===== src/tlca_pkg.sv =====
// tlca_pkg: shared constants, field types, datapath op codes and the
// command/status structs between controller and datapath
// no dependencies
`timescale 1ns / 1ps

package tlca_pkg;

   // sizing
   localparam int NODES         = 1024;
   localparam int LEVELS        = 10;
   localparam int WEIGHT_BITS   = 30;
   localparam int NODE_BITS     = $clog2(NODES);
   localparam int LVL_BITS      = $clog2(LEVELS);
   localparam int DEPTH_BITS    = 11;
   localparam int DIST_BITS     = 40;
   localparam int PATH_BITS     = DIST_BITS + 1;
   localparam int ANC_ADDR_BITS = NODE_BITS + LVL_BITS;
   localparam int ANC_ENTRIES   = 1 << ANC_ADDR_BITS;

   localparam logic [LVL_BITS-1:0] LVL_LAST = LVL_BITS'(LEVELS - 1);

   // command field codes
   localparam logic CMD_LOAD  = 1'b0;
   localparam logic CMD_QUERY = 1'b1;

   typedef logic [NODE_BITS-1:0]   node_type;
   typedef logic [LVL_BITS-1:0]    lvl_type;
   typedef logic [DEPTH_BITS-1:0]  depth_type;
   typedef logic [DIST_BITS-1:0]   dist_type;
   typedef logic [PATH_BITS-1:0]   path_type;
   typedef logic [WEIGHT_BITS-1:0] weight_type;

   // one datapath operation per cycle
   typedef enum logic [3:0] {
      OP_IDLE       = 4'd0,
      OP_CAPTURE    = 4'd1,
      OP_LD_RD      = 4'd2,
      OP_LD_WR      = 4'd3,
      OP_LD_ANC_RD  = 4'd4,
      OP_LD_ANC_WR  = 4'd5,
      OP_Q_RD       = 4'd6,
      OP_Q_SWAP     = 4'd7,
      OP_LIFT_ANC   = 4'd8,
      OP_LIFT_DEP   = 4'd9,
      OP_LIFT_CMP   = 4'd10,
      OP_Q_EQ       = 4'd11,
      OP_CLIMB      = 4'd12,
      OP_Q_PAR      = 4'd13,
      OP_Q_DIST     = 4'd14,
      OP_Q_OUT      = 4'd15
   } op_type;

   typedef struct packed {
      op_type  op;
      lvl_type lvl;
   } cmd_type;

   typedef struct packed {
      logic is_query;
      logic node_zero;
      logic nodes_equal;
      logic rsp_busy;
   } status_type;

endpackage


===== src/tlca_ctrl.sv =====
// tlca_ctrl: sequencer for node loads and lca queries, drives one datapath
// op and a table level each cycle; depends on tlca_pkg
`timescale 1ns / 1ps

module tlca_ctrl (
   input  logic                   clock,
   input  logic                   reset,
   input  logic                   req_valid,
   output logic                   req_ready,
   input  tlca_pkg::status_type   status,
   output tlca_pkg::cmd_type      cmd
);

   typedef enum logic [15:0] {
      ST_IDLE      = 16'b0000_0000_0000_0001,
      ST_DECODE    = 16'b0000_0000_0000_0010,
      ST_LD_RD     = 16'b0000_0000_0000_0100,
      ST_LD_WR     = 16'b0000_0000_0000_1000,
      ST_LD_ANC_RD = 16'b0000_0000_0001_0000,
      ST_LD_ANC_WR = 16'b0000_0000_0010_0000,
      ST_Q_RD      = 16'b0000_0000_0100_0000,
      ST_Q_SWAP    = 16'b0000_0000_1000_0000,
      ST_LIFT_ANC  = 16'b0000_0001_0000_0000,
      ST_LIFT_DEP  = 16'b0000_0010_0000_0000,
      ST_LIFT_CMP  = 16'b0000_0100_0000_0000,
      ST_Q_EQ      = 16'b0000_1000_0000_0000,
      ST_CLIMB     = 16'b0001_0000_0000_0000,
      ST_Q_PAR     = 16'b0010_0000_0000_0000,
      ST_Q_DIST    = 16'b0100_0000_0000_0000,
      ST_Q_OUT     = 16'b1000_0000_0000_0000
   } state_type;

   state_type         state_ff, state_in;
   tlca_pkg::lvl_type lv_ff, lv_in;
   tlca_pkg::lvl_type lv_dec;

   assign lv_dec    = lv_ff - tlca_pkg::LVL_BITS'(1);
   assign req_ready = (state_ff == ST_IDLE);

   // next state, level counter and datapath command
   always_comb begin
      state_in = state_ff;
      lv_in    = lv_ff;
      cmd.op   = tlca_pkg::OP_IDLE;
      cmd.lvl  = lv_ff;
      case (state_ff)
         ST_IDLE: begin
            if (req_valid) begin
               cmd.op   = tlca_pkg::OP_CAPTURE;
               state_in = ST_DECODE;
            end
         end
         ST_DECODE: begin
            if (status.is_query) begin
               state_in = ST_Q_RD;
            end else if (status.node_zero) begin
               state_in = ST_IDLE;
            end else begin
               state_in = ST_LD_RD;
            end
         end
         // load: parent lookup, then one ancestor level per read and write pair
         ST_LD_RD: begin
            cmd.op   = tlca_pkg::OP_LD_RD;
            cmd.lvl  = '0;
            state_in = ST_LD_WR;
         end
         ST_LD_WR: begin
            cmd.op   = tlca_pkg::OP_LD_WR;
            lv_in    = tlca_pkg::LVL_BITS'(1);
            state_in = ST_LD_ANC_RD;
         end
         ST_LD_ANC_RD: begin
            cmd.op   = tlca_pkg::OP_LD_ANC_RD;
            cmd.lvl  = lv_dec;
            state_in = ST_LD_ANC_WR;
         end
         ST_LD_ANC_WR: begin
            cmd.op  = tlca_pkg::OP_LD_ANC_WR;
            cmd.lvl = lv_ff;
            if (lv_ff == tlca_pkg::LVL_LAST) begin
               state_in = ST_IDLE;
            end else begin
               lv_in    = lv_ff + tlca_pkg::LVL_BITS'(1);
               state_in = ST_LD_ANC_RD;
            end
         end
         // query: fetch depths and distances of both nodes
         ST_Q_RD: begin
            cmd.op   = tlca_pkg::OP_Q_RD;
            state_in = ST_Q_SWAP;
         end
         ST_Q_SWAP: begin
            cmd.op   = tlca_pkg::OP_Q_SWAP;
            lv_in    = tlca_pkg::LVL_LAST;
            state_in = ST_LIFT_ANC;
         end
         // lift the deeper node to the depth of the other
         ST_LIFT_ANC: begin
            cmd.op   = tlca_pkg::OP_LIFT_ANC;
            state_in = ST_LIFT_DEP;
         end
         ST_LIFT_DEP: begin
            cmd.op   = tlca_pkg::OP_LIFT_DEP;
            state_in = ST_LIFT_CMP;
         end
         ST_LIFT_CMP: begin
            cmd.op  = tlca_pkg::OP_LIFT_CMP;
            cmd.lvl = lv_dec;
            if (lv_ff == '0) begin
               state_in = ST_Q_EQ;
            end else begin
               lv_in    = lv_dec;
               state_in = ST_LIFT_DEP;
            end
         end
         ST_Q_EQ: begin
            cmd.op  = tlca_pkg::OP_Q_EQ;
            cmd.lvl = tlca_pkg::LVL_LAST;
            lv_in   = tlca_pkg::LVL_LAST;
            if (status.nodes_equal) begin
               state_in = ST_Q_DIST;
            end else begin
               state_in = ST_CLIMB;
            end
         end
         // climb both nodes while their ancestors differ
         ST_CLIMB: begin
            cmd.op = tlca_pkg::OP_CLIMB;
            if (lv_ff == '0) begin
               cmd.lvl  = '0;
               state_in = ST_Q_PAR;
            end else begin
               cmd.lvl  = lv_dec;
               lv_in    = lv_dec;
            end
         end
         ST_Q_PAR: begin
            cmd.op   = tlca_pkg::OP_Q_PAR;
            state_in = ST_Q_DIST;
         end
         ST_Q_DIST: begin
            cmd.op   = tlca_pkg::OP_Q_DIST;
            state_in = ST_Q_OUT;
         end
         ST_Q_OUT: begin
            if (!status.rsp_busy) begin
               cmd.op   = tlca_pkg::OP_Q_OUT;
               state_in = ST_IDLE;
            end else begin
               // keep the lca distance read alive while the result port stalls
               cmd.op = tlca_pkg::OP_Q_DIST;
            end
         end
         default: begin
            state_in = ST_IDLE;
         end
      endcase
   end

   always_ff @(posedge clock) begin
      if (reset) begin
         state_ff <= ST_IDLE;
         lv_ff    <= '0;
      end else begin
         state_ff <= state_in;
         lv_ff    <= lv_in;
      end
   end

endmodule


===== config.mk =====
export PLATFORM = sky130hd
export DESIGN_NAME = tlca_ctrl
export DESIGN_NICKNAME = d
export VERILOG_FILES = /design/src/tlca_pkg.sv /design/src/tlca_ctrl.sv
export SDC_FILE = /design/constraint.sdc
export NUM_CORES = 1
export LEC_CHECK = 0
export BUFFER_PORTS_ARGS = -buffer_cell sky130_fd_sc_hd__buf_2
export CORE_ASPECT_RATIO = 0.6
export CORE_MARGIN = 1.5
export CORE_UTILIZATION = 45
export CTS_CLUSTER_SIZE = 10
export DETAILED_ROUTE_END_ITERATION = 16
export PLACE_DENSITY_LB_ADDON = 0.2
export SLEW_MARGIN = 20
export SYNTH_ARGS = -nofsm -noshare
export SYNTH_HDL_FRONTEND = slang
export SYNTH_SLANG_ARGS = --single-unit

===== constraint.sdc =====
create_clock -name clock -period 3.4 [get_ports clock]
set_input_delay 0.68 -clock clock [delete_from_list [all_inputs] [get_ports clock]]
set_output_delay 0.68 -clock clock [all_outputs]
set_load 0.02 [all_outputs]

==> reports/summary.json, run 1 <==
{
  "netlist.area_leader.share": {"value": 25.0, "unit": "%"},
  "outcome": {"value": "complete, no violations"},
  "static-leakage-power": {"value": 0.716, "unit": "nW"},
  "groute.layer.met3.usage": {"value": 5.05, "unit": "%"},
  "vdd.ir_drop.worst": {"value": 0.200, "unit": "mV"},
  "worst_setup_path_start_kind": {"value": "flip-flop"},
  "design.core.area": {"value": 3320, "unit": "sq um"},
  "syn_inst": {"value": 197},
  "global_route.usage.total": {"value": 24.2, "unit": "%"},
  "pwr-share-seq": {"value": 47.8, "unit": "%"},
  "final.fill_count": {"value": 319},
  "worstSkewPairLatency": {"value": 0.26, "unit": "ns"},
  "async_s_r_ff_share_synth": {"value": 0, "unit": "%"},
  "drc_errors": {"value": 0},
  "final_layout_size_suffix_gt1_share": {"value": 25.7, "unit": "%"},
  "critical_setup_path_class": {"value": "reg2out"},
  "wl": {"value": 4.57, "unit": "mm"},
  "synthesis.area_per_instance": {"value": 8.14, "unit": "sq um"},
  "die-area": {"value": 3940, "unit": "sq um"},
  "initial_standard_cell_utilization_of_the_core": {"value": 48.2, "unit": "%"},
  "grt_max_degree": {"value": 13},
  "grt.overflow.total": {"value": 0},
  "avgViaCountPerCell": {"value": 6.51},
  "post_cts.resized_instances": {"value": 0},
  "clock_tree_sinks": {"value": 20},
  "wire_per_inst": {"value": 17.9, "unit": "um"},
  "seq_area_frac_synth": {"value": 25.0, "unit": "%"},
  "drtAntennaViolNets": {"value": 0},
  "period_minus_slack": {"value": 3.24, "unit": "ns"},
  "postLayoutCoreUtil": {"value": 53.0, "unit": "%"},
  "swShare": {"value": 26.2, "unit": "%"},
  "yosys_warnings": {"value": 0},
  "mostFrequentLayoutCell": {"value": "nor2_1"},
  "synth_top_cell_by_area": {"value": "dfxtp_1"},
  "dp.final_hpwl": {"value": 3.59, "unit": "mm"},
  "cts.repair_timing.setup_buffer_count": {"value": 0},
  "design.portCount": {"value": 16},
  "drt_first_iter_violations": {"value": 269},
  "max_slew_margin": {"value": 55.8, "unit": "%"},
  "max_clock_freq": {"value": 308, "unit": "MHz"},
  "n_antenna_cell": {"value": 0},
  "critical_path_fanouts_max": {"value": 9},
  "finalHoldViolations": {"value": 0},
  "synth_enable_flop_cells": {"value": 0},
  "postSynth.topFlopCell": {"value": "dfxtp_1"},
  "htree_levels": {"value": 1},
  "skew": {"value": 0.00665, "unit": "ns"},
  "ctsLongestPathBuffers": {"value": 2},
  "total_via_count_in_the_routed_design": {"value": 1661},
  "setup_viol_count_final": {"value": 0},
  "finish.net_count": {"value": 221},
  "synth.top_cells.by_area": {"value": "dfxtp_1, nor2_1, nand3_1"},
  "switching_power": {"value": 0.132, "unit": "mW"},
  "pwr_density_cell": {"value": 285, "unit": "nW/um^2"},
  "worst-slew-pin-transition": {"value": 0.657, "unit": "ns"},
  "first_global_vias": {"value": 1438},
  "power.combinational.fraction": {"value": 15.3, "unit": "%"},
  "firstDrtPassIters": {"value": 5},
  "synthesis.nets": {"value": 207},
  "antenna_found_initial": {"value": 0},
  "rsz0062_at_grt": {"value": "false"},
  "timing.final.max_slew_violations": {"value": 0},
  "area_growth_syn_to_layout": {"value": 9.99, "unit": "%"},
  "die_y": {"value": 49.2, "unit": "um"},
  "internal-power": {"value": 0.371, "unit": "mW"},
  "clk_transition_reported_paths": {"value": 0.08, "unit": "ns"},
  "clk_root_buffer_cell": {"value": "clkbuf_8"},
  "setup_tns": {"value": 0, "unit": "ns"},
  "numCtsBuffers": {"value": 3},
  "critPathCaptureType": {"value": "output port"},
  "worst-endpoint-arrival": {"value": 2.56, "unit": "ns"},
  "grt_pass1_wl": {"value": 7.33, "unit": "mm"},
  "routabilityCongestion": {"value": 0.951},
  "global_route.usage.met2": {"value": 33.8, "unit": "%"},
  "grt-busiest-layer": {"value": "met1"},
  "postCtsHoldBufs": {"value": 0},
  "cts_tree": {"value": "yes"},
  "cap_violations": {"value": 0},
  "period_share": {"value": 95.3, "unit": "%"},
  "grt_use_met1": {"value": 38.0, "unit": "%"},
  "required": {"value": 2.72, "unit": "ns"},
  "fp.dieW": {"value": 80.0, "unit": "um"},
  "postSynthRegisterBits": {"value": 20},
  "synth.lib_cells_used.distinct": {"value": 56},
  "buffer_ports.inserted": {"value": 15},
  "total_standard_cell_area_after_synthesis": {"value": 1600, "unit": "sq um"},
  "most-common-layout-cells": {"value": "nor2_1, dfxtp_1, buf_2"},
  "hp-class": {"value": "reg2reg"},
  "std_cell_rows": {"value": 16},
  "clock_power_share": {"value": 36.9, "unit": "%"}
}
[synth_stat cells, types with 2 or more instances]
| library cell | count |
|---|---|
| a211oi_1 | 3 |
| a21oi_1 | 8 |
| a31o_2 | 2 |
| a31oi_1 | 2 |
| and3_1 | 4 |
| buf_2 | 2 |
| buf_4 | 2 |
| buf_6 | 3 |
| clkbuf_8 | 4 |
| dfxtp_1 | 20 |
| ha_1 | 3 |
| inv_1 | 8 |
| mux2i_1 | 3 |
| nand2_1 | 12 |
| nand3_1 | 12 |
| nand3b_1 | 3 |
| nand4_1 | 5 |
| nor2_1 | 20 |
| nor3_1 | 10 |
| nor3b_1 | 3 |
| nor4_1 | 7 |
| nor4b_1 | 6 |
| o21ai_0 | 8 |
| or3_1 | 5 |
| or3_2 | 2 |
| or4_1 | 4 |
| or4_4 | 2 |
| or4b_2 | 2 |
| xnor2_1 | 2 |
| xor2_1 | 4 |
[registers in the layout, indices dropped and copies added, names as in the netlist]
name	count
lv_ff	4
state_ff	16
[power groups by stage]
stage | registers, mW | logic (mW) | clock network, mW
finish | 0.240 | 0.0769 | 0.186
detailed placement | 0.246 | 0.0725 | 0
global placement | 0.245 | 0.0717 | 0
CTS | 0.240 | 0.0731 | 0.189
floorplan | 0.245 | 0.0461 | 0
global route | 0.241 | 0.0824 | 0.198
[critical path, stage by stage (launching register included)]
cell,delay (ns)
dfxtp_1,0.40
nor4_2,0.39
nand2_1,0.20
or4_1,0.58
and3_1,0.24
a21oi_1,0.17
mux2i_1,0.13
buf_2,0.19
[layout make-up]
class / count / area (sq um) / share of cell area (%)
Multi-Input combinational cell: 155 / 1080 / 61.4
Sequential cell: 20 / 404 / 22.9
Timing Repair Buffer: 23 / 135 / 7.67
Tap cell: 45 / 56.3 / 3.19
Clock buffer: 4 / 55.1 / 3.12
Inverter: 8 / 30.0 / 1.70
[metal layers]
layer | share of wire (%) | up-vias | wire, um
li1 | - | 779 | -
met5 | 0 | - | 0
met3 | 8.8 | 10 | 404
met4 | 1.3 | 0 | 60
met1 | 48 | 786 | 2210
met2 | 41 | 86 | 1890
[path summary, 6_finish.rpt]
check                            startpoint     endpoint  slack (ns)  cells after the start
worst min register to register  state_ff[2]  state_ff[3]        0.58                      1
worst max-delay path            state_ff[4]       cmd[2]        0.16                      7
worst min-delay path            state_ff[2]  state_ff[3]        0.58                      1
worst max register to register     lv_ff[0]  state_ff[7]        0.89                      9
[through the flow]
stage | setup slack, ns | hold WS (ns) | instances | area, sq um | power (mW)
after CTS | 0.00366 | 0.578 | 255 | 1720 | 0.502
after detailed placement | 0.313 | 0.566 | 251 | 1670 | 0.318
after global routing | 0.0237 | 0.599 | 255 | 1760 | 0.522
after global placement | 0.441 | 0.558 | 251 | 1670 | 0.317
final | 0.158 | 0.582 | 255 | 1760 | 0.503
after floorplan | 0.401 | 0.507 | 197 | 1600 | 0.291
[logic make-up (layout without fill, tap and decap cells)]
| group | count (synthesis) | in the layout | share of synthesized area (%) |
|---|---|---|---|
| fa+ha+maj | 3 | 3 | 2.34 |
| buf+inv | 22 | 35 | 9.76 |
| xor+xnor | 6 | 6 | 3.28 |
| compound gates | 38 | 38 | 19.2 |
| mux | 4 | 4 | 2.58 |
| flops | 20 | 20 | 25.0 |
| simple gates | 104 | 104 | 37.9 |
(Power assumes the default switching activity.)
==> run 2, diff against run 1 <==
--- a/config.mk
+++ b/config.mk
@@ -12,6 +12,7 @@
 export CTS_CLUSTER_SIZE = 10
 export DETAILED_ROUTE_END_ITERATION = 16
 export PLACE_DENSITY_LB_ADDON = 0.2
+export REMOVE_ABC_BUFFERS = 1
 export SLEW_MARGIN = 20
 export SYNTH_ARGS = -nofsm -noshare
 export SYNTH_HDL_FRONTEND = slang
==> reports/summary.json, run 2 (same netlist as run 1, synthesis figures left out) <==
{
  "dp.final_hpwl": {"value": 3.40, "unit": "mm", "change": "-5.1%"},
  "global_route.usage.total": {"value": 23.9, "unit": "%", "change": "-0.35 points"},
  "drt_first_iter_violations": {"value": 198, "change": "-26%"},
  "grt_pass1_wl": {"value": 7.18, "unit": "mm", "change": "-2.1%"},
  "routabilityCongestion": {"value": 0.980, "change": "+3.0%"},
  "clk_transition_reported_paths": {"value": 0.08, "unit": "ns", "change": "about the same"},
  "holdPathStages": {"value": 1, "change": "unchanged"},
  "antenna_found_initial": {"value": 0, "change": "unchanged"},
  "total_via_count_in_the_routed_design": {"value": 1652, "change": "-0.54%"},
  "n_antenna_cell": {"value": 0, "change": "unchanged"},
  "finish.net_count": {"value": 218, "change": "-1.4%"},
  "skew": {"value": 0.0114, "unit": "ns", "change": "+0.00472 ns"},
  "grt.overflow.total": {"value": 0, "change": "unchanged"},
  "design.core.area": {"value": 3320, "unit": "sq um", "change": "unchanged"},
  "postCtsHoldBufs": {"value": 0, "change": "unchanged"},
  "worstSkewPairLatency": {"value": 0.26, "unit": "ns", "change": "about the same"},
  "firstDrtPassIters": {"value": 5, "change": "unchanged"},
  "htree_levels": {"value": 1, "change": "unchanged"},
  "initial_standard_cell_utilization_of_the_core": {"value": 48.2, "unit": "%", "change": "unchanged"},
  "critical_path_fanouts_max": {"value": 8, "change": "-1"},
  "buffer_ports.inserted": {"value": 15, "change": "unchanged"},
  "outcome": {"value": "complete, no violations"},
  "std_cell_rows": {"value": 16, "change": "unchanged"},
  "max_clock_freq": {"value": 305, "unit": "MHz", "change": "-1.2%"},
  "hp-class": {"value": "reg2reg"},
  "fp.dieW": {"value": 80.0, "unit": "um", "change": "unchanged"},
  "largest_registers": {"value": "state_ff: 16 flops, lv_ff: 4 flops"},
  "period_share": {"value": 96.5, "unit": "%", "change": "+1.1 points"},
  "worst_setup_path_start_kind": {"value": "flip-flop"},
  "design.portCount": {"value": 16, "change": "unchanged"},
  "max_flop_register": {"value": "state_ff"},
  "timing.final.max_slew_violations": {"value": 0, "change": "unchanged"},
  "cts.repair_timing.setup_buffer_count": {"value": 0, "change": "unchanged"},
  "drtAntennaViolNets": {"value": 0, "change": "unchanged"},
  "post_layout_nonfiller_instances": {"value": 252, "change": "-1.2%"},
  "numCtsBuffers": {"value": 3, "change": "unchanged"},
  "max_slew_margin": {"value": 44.4, "unit": "%", "change": "-11 points"},
  "drc_errors": {"value": 0, "change": "unchanged"},
  "avgViaCountPerCell": {"value": 6.56, "change": "+0.64%"},
  "post_cts.resized_instances": {"value": 0, "change": "unchanged"},
  "worst_r2r_path_depth": {"value": 7, "change": "-2"},
  "first_global_vias": {"value": 1452, "change": "+0.97%"},
  "vdd.ir_drop.worst": {"value": 0.178, "unit": "mV", "change": "-11%"},
  "final.hold.worst_slack": {"value": 0.573, "unit": "ns", "change": "-0.00820 ns"},
  "timing.hold.worst_endpoint": {"value": "state_ff[7]"},
  "largest_reg_flops": {"value": 16, "change": "unchanged"},
  "period_minus_slack": {"value": 3.28, "unit": "ns", "change": "+0.0380 ns"},
  "finalHoldViolations": {"value": 0, "change": "unchanged"},
  "ctsLongestPathBuffers": {"value": 2, "change": "unchanged"},
  "grt_max_degree": {"value": 13, "change": "unchanged"},
  "wl": {"value": 4.48, "unit": "mm", "change": "-1.9%"},
  "most-common-layout-cells": {"value": "nor2_1, dfxtp_1, buf_2"},
  "clock_tree_sinks": {"value": 20, "change": "unchanged"},
  "area_growth_syn_to_layout": {"value": 6.64, "unit": "%"},
  "die_y": {"value": 49.2, "unit": "um", "change": "unchanged"},
  "placed_cells": {"value": 248, "change": "-1.2%"},
  "clk_root_buffer_cell": {"value": "clkbuf_8"},
  "cts_tree": {"value": "yes"},
  "wire_per_inst": {"value": 17.8, "unit": "um", "change": "-0.71%"},
  "pwr_density_cell": {"value": 292, "unit": "nW/um^2", "change": "+2.5%"},
  "rrSetupSlack": {"value": 0.81, "unit": "ns", "change": "-0.08 ns"},
  "critPathCaptureType": {"value": "output port"},
  "setup_tns": {"value": 0, "unit": "ns", "change": "unchanged"},
  "required": {"value": 2.72, "unit": "ns", "change": "about the same"},
  "final_layout_size_suffix_gt1_share": {"value": 20.8, "unit": "%", "change": "-4.9 points"},
  "setup_viol_count_final": {"value": 0, "change": "unchanged"},
  "rr_startpoint": {"value": "state_ff[2]"},
  "rsz0062_at_grt": {"value": "false"},
  "worst-endpoint-arrival": {"value": 2.60, "unit": "ns", "change": "+0.04 ns"},
  "die-area": {"value": 3940, "unit": "sq um", "change": "unchanged"},
  "hp-start": {"value": "state_ff[6]"},
  "critical_setup_path_class": {"value": "reg2out"},
  "reg2reg_to": {"value": "state_ff[0]"},
  "worst-slew-pin-transition": {"value": 0.827, "unit": "ns", "change": "+0.170 ns"},
  "cap_violations": {"value": 0, "change": "unchanged"},
  "static-leakage-power": {"value": 0.688, "unit": "nW", "change": "-3.9%"}
}
-- run 2: changes by cell type in the layout (fill, tap and decap cells not counted), sizes merged --
cell	before	now
buf	23	20
-- run 2: worst max-delay path by stage --
stage,endpoint,from
2_1_floorplan,cmd[1],state_ff[8]
3_3_place_gp,cmd[3],state_ff[8]
6_report,cmd[3],state_ff[2]
4_1_cts,cmd[3],state_ff[8]
5_1_grt,cmd[3],state_ff[2]
3_5_place_dp,cmd[2],state_ff[8]
-- run 2: layout make-up --
| type | count | area [sq um] |
|---|---|---|
| multi-input cells | 155 | 1050 |
| fillers | 334 | 1610 |
| flip-flops and latches | 20 | 400 |
| inverters | 8 | 30.0 |
| well taps | 45 | 56.3 |
| clock buffers | 4 | 55.1 |
| repair buffers | 20 | 113 |
-- run 2: metal layers --
layer  vias up  part of all wire [%]  global-route usage, %
met1       761                    47                   35.6
met5         -                     0                      0
met2       109                    40                   34.7
met4         0                   1.8                   3.16
li1        761                     -                      -
met3        21                    11                   6.54
-- run 2: per-stage QoR --
stage | worst slack (ns) | util (%) | power (mW) | area (sq um)
after floorplan | 0.443 | - | 0.288 | 1480
after global placement | 0.463 | 49.5 | 0.314 | 1650
after detailed placement | 0.394 | 49.5 | 0.315 | 1650
after CTS | 0.0997 | 51.2 | 0.501 | 1700
after global routing | 0.0213 | 51.4 | 0.521 | 1710
final | 0.120 | 51.4 | 0.499 | 1710
-- run 2: report_power, final --
group	total (mW)	internal [mW]	switching [mW]
logic	0.0735	0.0270	0.0464
registers	0.240	0.237	0.00333
clock network	0.186	0.103	0.0828
total	0.499	0.367	0.133
-- run 2: worst max-delay path, stage by stage, from the launching register on --
cell	delay [ns]
dfxtp_1	0.38
nor4_1	0.66
nand2_1	0.24
or2_2	0.43
and3_1	0.24
a21oi_1	0.13
o211ai_1	0.09
buf_2	0.17
==> run 3, diff against run 2 <==
==> constraint.sdc (replaced) <==
create_clock -name clock -period 3.9 [get_ports clock]
set_input_delay 0.39 -clock clock [delete_from_list [all_inputs] [get_ports clock]]
set_output_delay 0.39 -clock clock [all_outputs]
set_load 0.02 [all_outputs]
==> reports/summary.json, run 3 (same netlist as run 1, synthesis figures left out) <==
{
  "largest_reg_flops": {"value": 16, "change": "unchanged"},
  "first_global_vias": {"value": 1485, "change": "+2.3%"},
  "vdd.ir_drop.worst": {"value": 0.163, "unit": "mV", "change": "-8.8%"},
  "dpl-instance-area": {"value": 1620, "unit": "sq um", "change": "-1.8%"},
  "die_y": {"value": 49.2, "unit": "um", "change": "unchanged"},
  "static-leakage-power": {"value": 0.665, "unit": "nW", "change": "-3.3%"},
  "firstDrtPassIters": {"value": 4, "change": "-1"},
  "max_clock_freq": {"value": 295, "unit": "MHz"},
  "numCtsBuffers": {"value": 3, "change": "unchanged"},
  "swShare": {"value": 26.9, "unit": "%", "change": "+0.31 points"},
  "power.combinational.fraction": {"value": 13.8, "unit": "%", "change": "-0.9 points"},
  "drc_errors": {"value": 0, "change": "unchanged"},
  "grt_max_degree": {"value": 13, "change": "unchanged"},
  "die-area": {"value": 3940, "unit": "sq um", "change": "unchanged"},
  "worst_setup_path_start_kind": {"value": "flip-flop"},
  "postLayoutCellArea": {"value": 1670, "unit": "sq um", "change": "-2.3%"},
  "clk_root_buffer_cell": {"value": "clkbuf_8"},
  "std_cell_rows": {"value": 16, "change": "unchanged"},
  "dp.final_hpwl": {"value": 3.32, "unit": "mm", "change": "-2.4%"},
  "cap_violations": {"value": 0, "change": "unchanged"},
  "global_route.usage.total": {"value": 24.7, "unit": "%", "change": "+0.79 points"},
  "max_slew_margin": {"value": 43.4, "unit": "%", "change": "-0.94 points"},
  "htree_levels": {"value": 1, "change": "unchanged"},
  "clock_power_share": {"value": 37.8, "unit": "%", "change": "+0.6 points"},
  "ctsLongestPathBuffers": {"value": 2, "change": "unchanged"},
  "worst-slew-pin-transition": {"value": 0.841, "unit": "ns", "change": "+0.0140 ns"},
  "initial_standard_cell_utilization_of_the_core": {"value": 48.2, "unit": "%", "change": "unchanged"},
  "max_flop_register": {"value": "state_ff"},
  "avgViaCountPerCell": {"value": 6.44, "change": "-1.8%"},
  "period_minus_slack": {"value": 3.40, "unit": "ns"},
  "wl": {"value": 4.37, "unit": "mm", "change": "-2.6%"},
  "rrSetupSlack": {"value": 1.11, "unit": "ns", "change": "+0.30 ns"},
  "setup_tns": {"value": 0, "unit": "ns", "change": "unchanged"},
  "antenna_found_initial": {"value": 0, "change": "unchanged"},
  "fp.dieW": {"value": 80.0, "unit": "um", "change": "unchanged"},
  "routabilityCongestion": {"value": 0.973, "change": "-0.69%"},
  "most-common-layout-cells": {"value": "nor2_1, dfxtp_1, buf_2"},
  "grt.overflow.total": {"value": 0, "change": "unchanged"},
  "internal-power": {"value": 0.317, "unit": "mW", "change": "-14%"},
  "skew": {"value": 0.00217, "unit": "ns", "change": "-0.00920 ns"},
  "area_growth_syn_to_layout": {"value": 4.22, "unit": "%"},
  "final_layout_size_suffix_gt1_share": {"value": 18.2, "unit": "%", "change": "-2.5 points"},
  "postLayoutCoreUtil": {"value": 50.3, "unit": "%", "change": "-1.2 points"},
  "worst-endpoint-arrival": {"value": 3.01, "unit": "ns", "change": "+0.41 ns"},
  "switching_power": {"value": 0.116, "unit": "mW", "change": "-12%"},
  "placed_cells": {"value": 244, "change": "-1.6%"},
  "pwr-share-seq": {"value": 48.4, "unit": "%", "change": "+0.3 points"},
  "drtAntennaViolNets": {"value": 0, "change": "unchanged"},
  "holdPathStages": {"value": 2, "change": "+1"},
  "postCtsHoldBufs": {"value": 0, "change": "unchanged"},
  "pwr_density_cell": {"value": 259, "unit": "nW/um^2", "change": "-11%"},
  "rr_startpoint": {"value": "state_ff[8]"},
  "cts.repair_timing.setup_buffer_count": {"value": 0, "change": "unchanged"},
  "wire_per_inst": {"value": 17.6, "unit": "um", "change": "-0.99%"},
  "setup_viol_count_final": {"value": 0, "change": "unchanged"},
  "design.core.area": {"value": 3320, "unit": "sq um", "change": "unchanged"},
  "grt_pass1_wl": {"value": 7.45, "unit": "mm", "change": "+3.7%"},
  "outcome": {"value": "complete, no violations"},
  "required": {"value": 3.51, "unit": "ns", "change": "+0.79 ns"},
  "buffer_ports.inserted": {"value": 15, "change": "unchanged"},
  "finalHoldViolations": {"value": 0, "change": "unchanged"},
  "reg2reg_to": {"value": "state_ff[8]"},
  "worstSkewPairLatency": {"value": 0.26, "unit": "ns", "change": "about the same"},
  "period_share": {"value": 87.1, "unit": "%"},
  "rsz0062_at_grt": {"value": "false"},
  "cts_tree": {"value": "yes"},
  "timing.hold.worst_endpoint": {"value": "state_ff[2]"},
  "post_cts.resized_instances": {"value": 0, "change": "unchanged"},
  "worst_r2r_path_depth": {"value": 6, "change": "-1"},
  "drt_first_iter_violations": {"value": 226, "change": "+14%"},
  "clock_tree_sinks": {"value": 20, "change": "unchanged"},
  "design.portCount": {"value": 16, "change": "unchanged"},
  "critPathCaptureType": {"value": "output port"},
  "largest_registers": {"value": "state_ff: 16 flops, lv_ff: 4 flops"},
  "critical_setup_path_class": {"value": "reg2out"},
  "timing.final.max_slew_violations": {"value": 0, "change": "unchanged"},
  "clk_transition_reported_paths": {"value": 0.08, "unit": "ns", "change": "about the same"},
  "final.hold.worst_slack": {"value": 0.301, "unit": "ns", "change": "-0.272 ns"},
  "finish.net_count": {"value": 214, "change": "-1.8%"},
  "final.fill_count": {"value": 346, "change": "+3.6%"},
  "hp-start": {"value": "status[2]"},
  "post_layout_nonfiller_instances": {"value": 248, "change": "-1.6%"},
  "total_via_count_in_the_routed_design": {"value": 1597, "change": "-3.3%"},
  "n_antenna_cell": {"value": 0, "change": "unchanged"},
  "hp-class": {"value": "in2reg"},
  "critical_path_fanouts_max": {"value": 9, "change": "+1"}
}
run 3: worst max-delay path, cell delays in order (launching register included):
cell,delay [ns]
dfxtp_1,0.39
or4_1,0.71
nor3_1,0.63
nand3_1,0.25
nand3_1,0.28
a21oi_1,0.12
o211ai_1,0.18
buf_2,0.19
run 3: per-stage QoR:
step           worst slack, ns  power, mW
6_report                 0.505      0.433
5_1_grt                  0.290      0.454
4_1_cts                  0.592      0.433
3_5_place_dp             0.895      0.272
3_3_place_gp             0.926      0.271
2_1_floorplan             1.23      0.251
run 3: final cells by class:
cell class / count / area [sq um] / area share (%)
Inverter: 8 / 30.0 / 1.80
Multi-Input combinational cell: 155 / 1050 / 62.6
Clock buffer: 4 / 55.1 / 3.30
Timing Repair Buffer: 16 / 82.6 / 4.94
Tap cell: 45 / 56.3 / 3.37
Sequential cell: 20 / 400 / 24.0
run 3: worst max path at each step:
| stage | start | end | slack, ns | cells past startpoint |
|---|---|---|---|---|
| 3_5_place_dp | state_ff[8] | cmd[3] | 0.89 | 7 |
| 2_1_floorplan | state_ff[8] | cmd[1] | 1.23 | 6 |
| 5_1_grt | state_ff[8] | cmd[3] | 0.29 | 7 |
| 3_3_place_gp | state_ff[8] | cmd[3] | 0.93 | 7 |
| 6_report | state_ff[8] | cmd[3] | 0.50 | 7 |
| 4_1_cts | state_ff[8] | cmd[3] | 0.59 | 7 |
run 3: routing by layer:
metal / vias up / wire [um] / global-route usage [%]
met5: - / 0 / 0
met4: 0 / 16 / 2.87
met2: 81 / 1740 / 33.5
li1: 761 / - / -
met3: 4 / 496 / 8.41
met1: 751 / 2110 / 37.8
run 3: power by group through the flow:
stage | sequential (mW) | combinational, mW | clock (mW)
6_report | 0.210 | 0.0599 | 0.164
5_1_grt | 0.210 | 0.0650 | 0.179
4_1_cts | 0.210 | 0.0585 | 0.165
3_5_place_dp | 0.214 | 0.0578 | 0
3_3_place_gp | 0.214 | 0.0577 | 0
2_1_floorplan | 0.213 | 0.0378 | 0
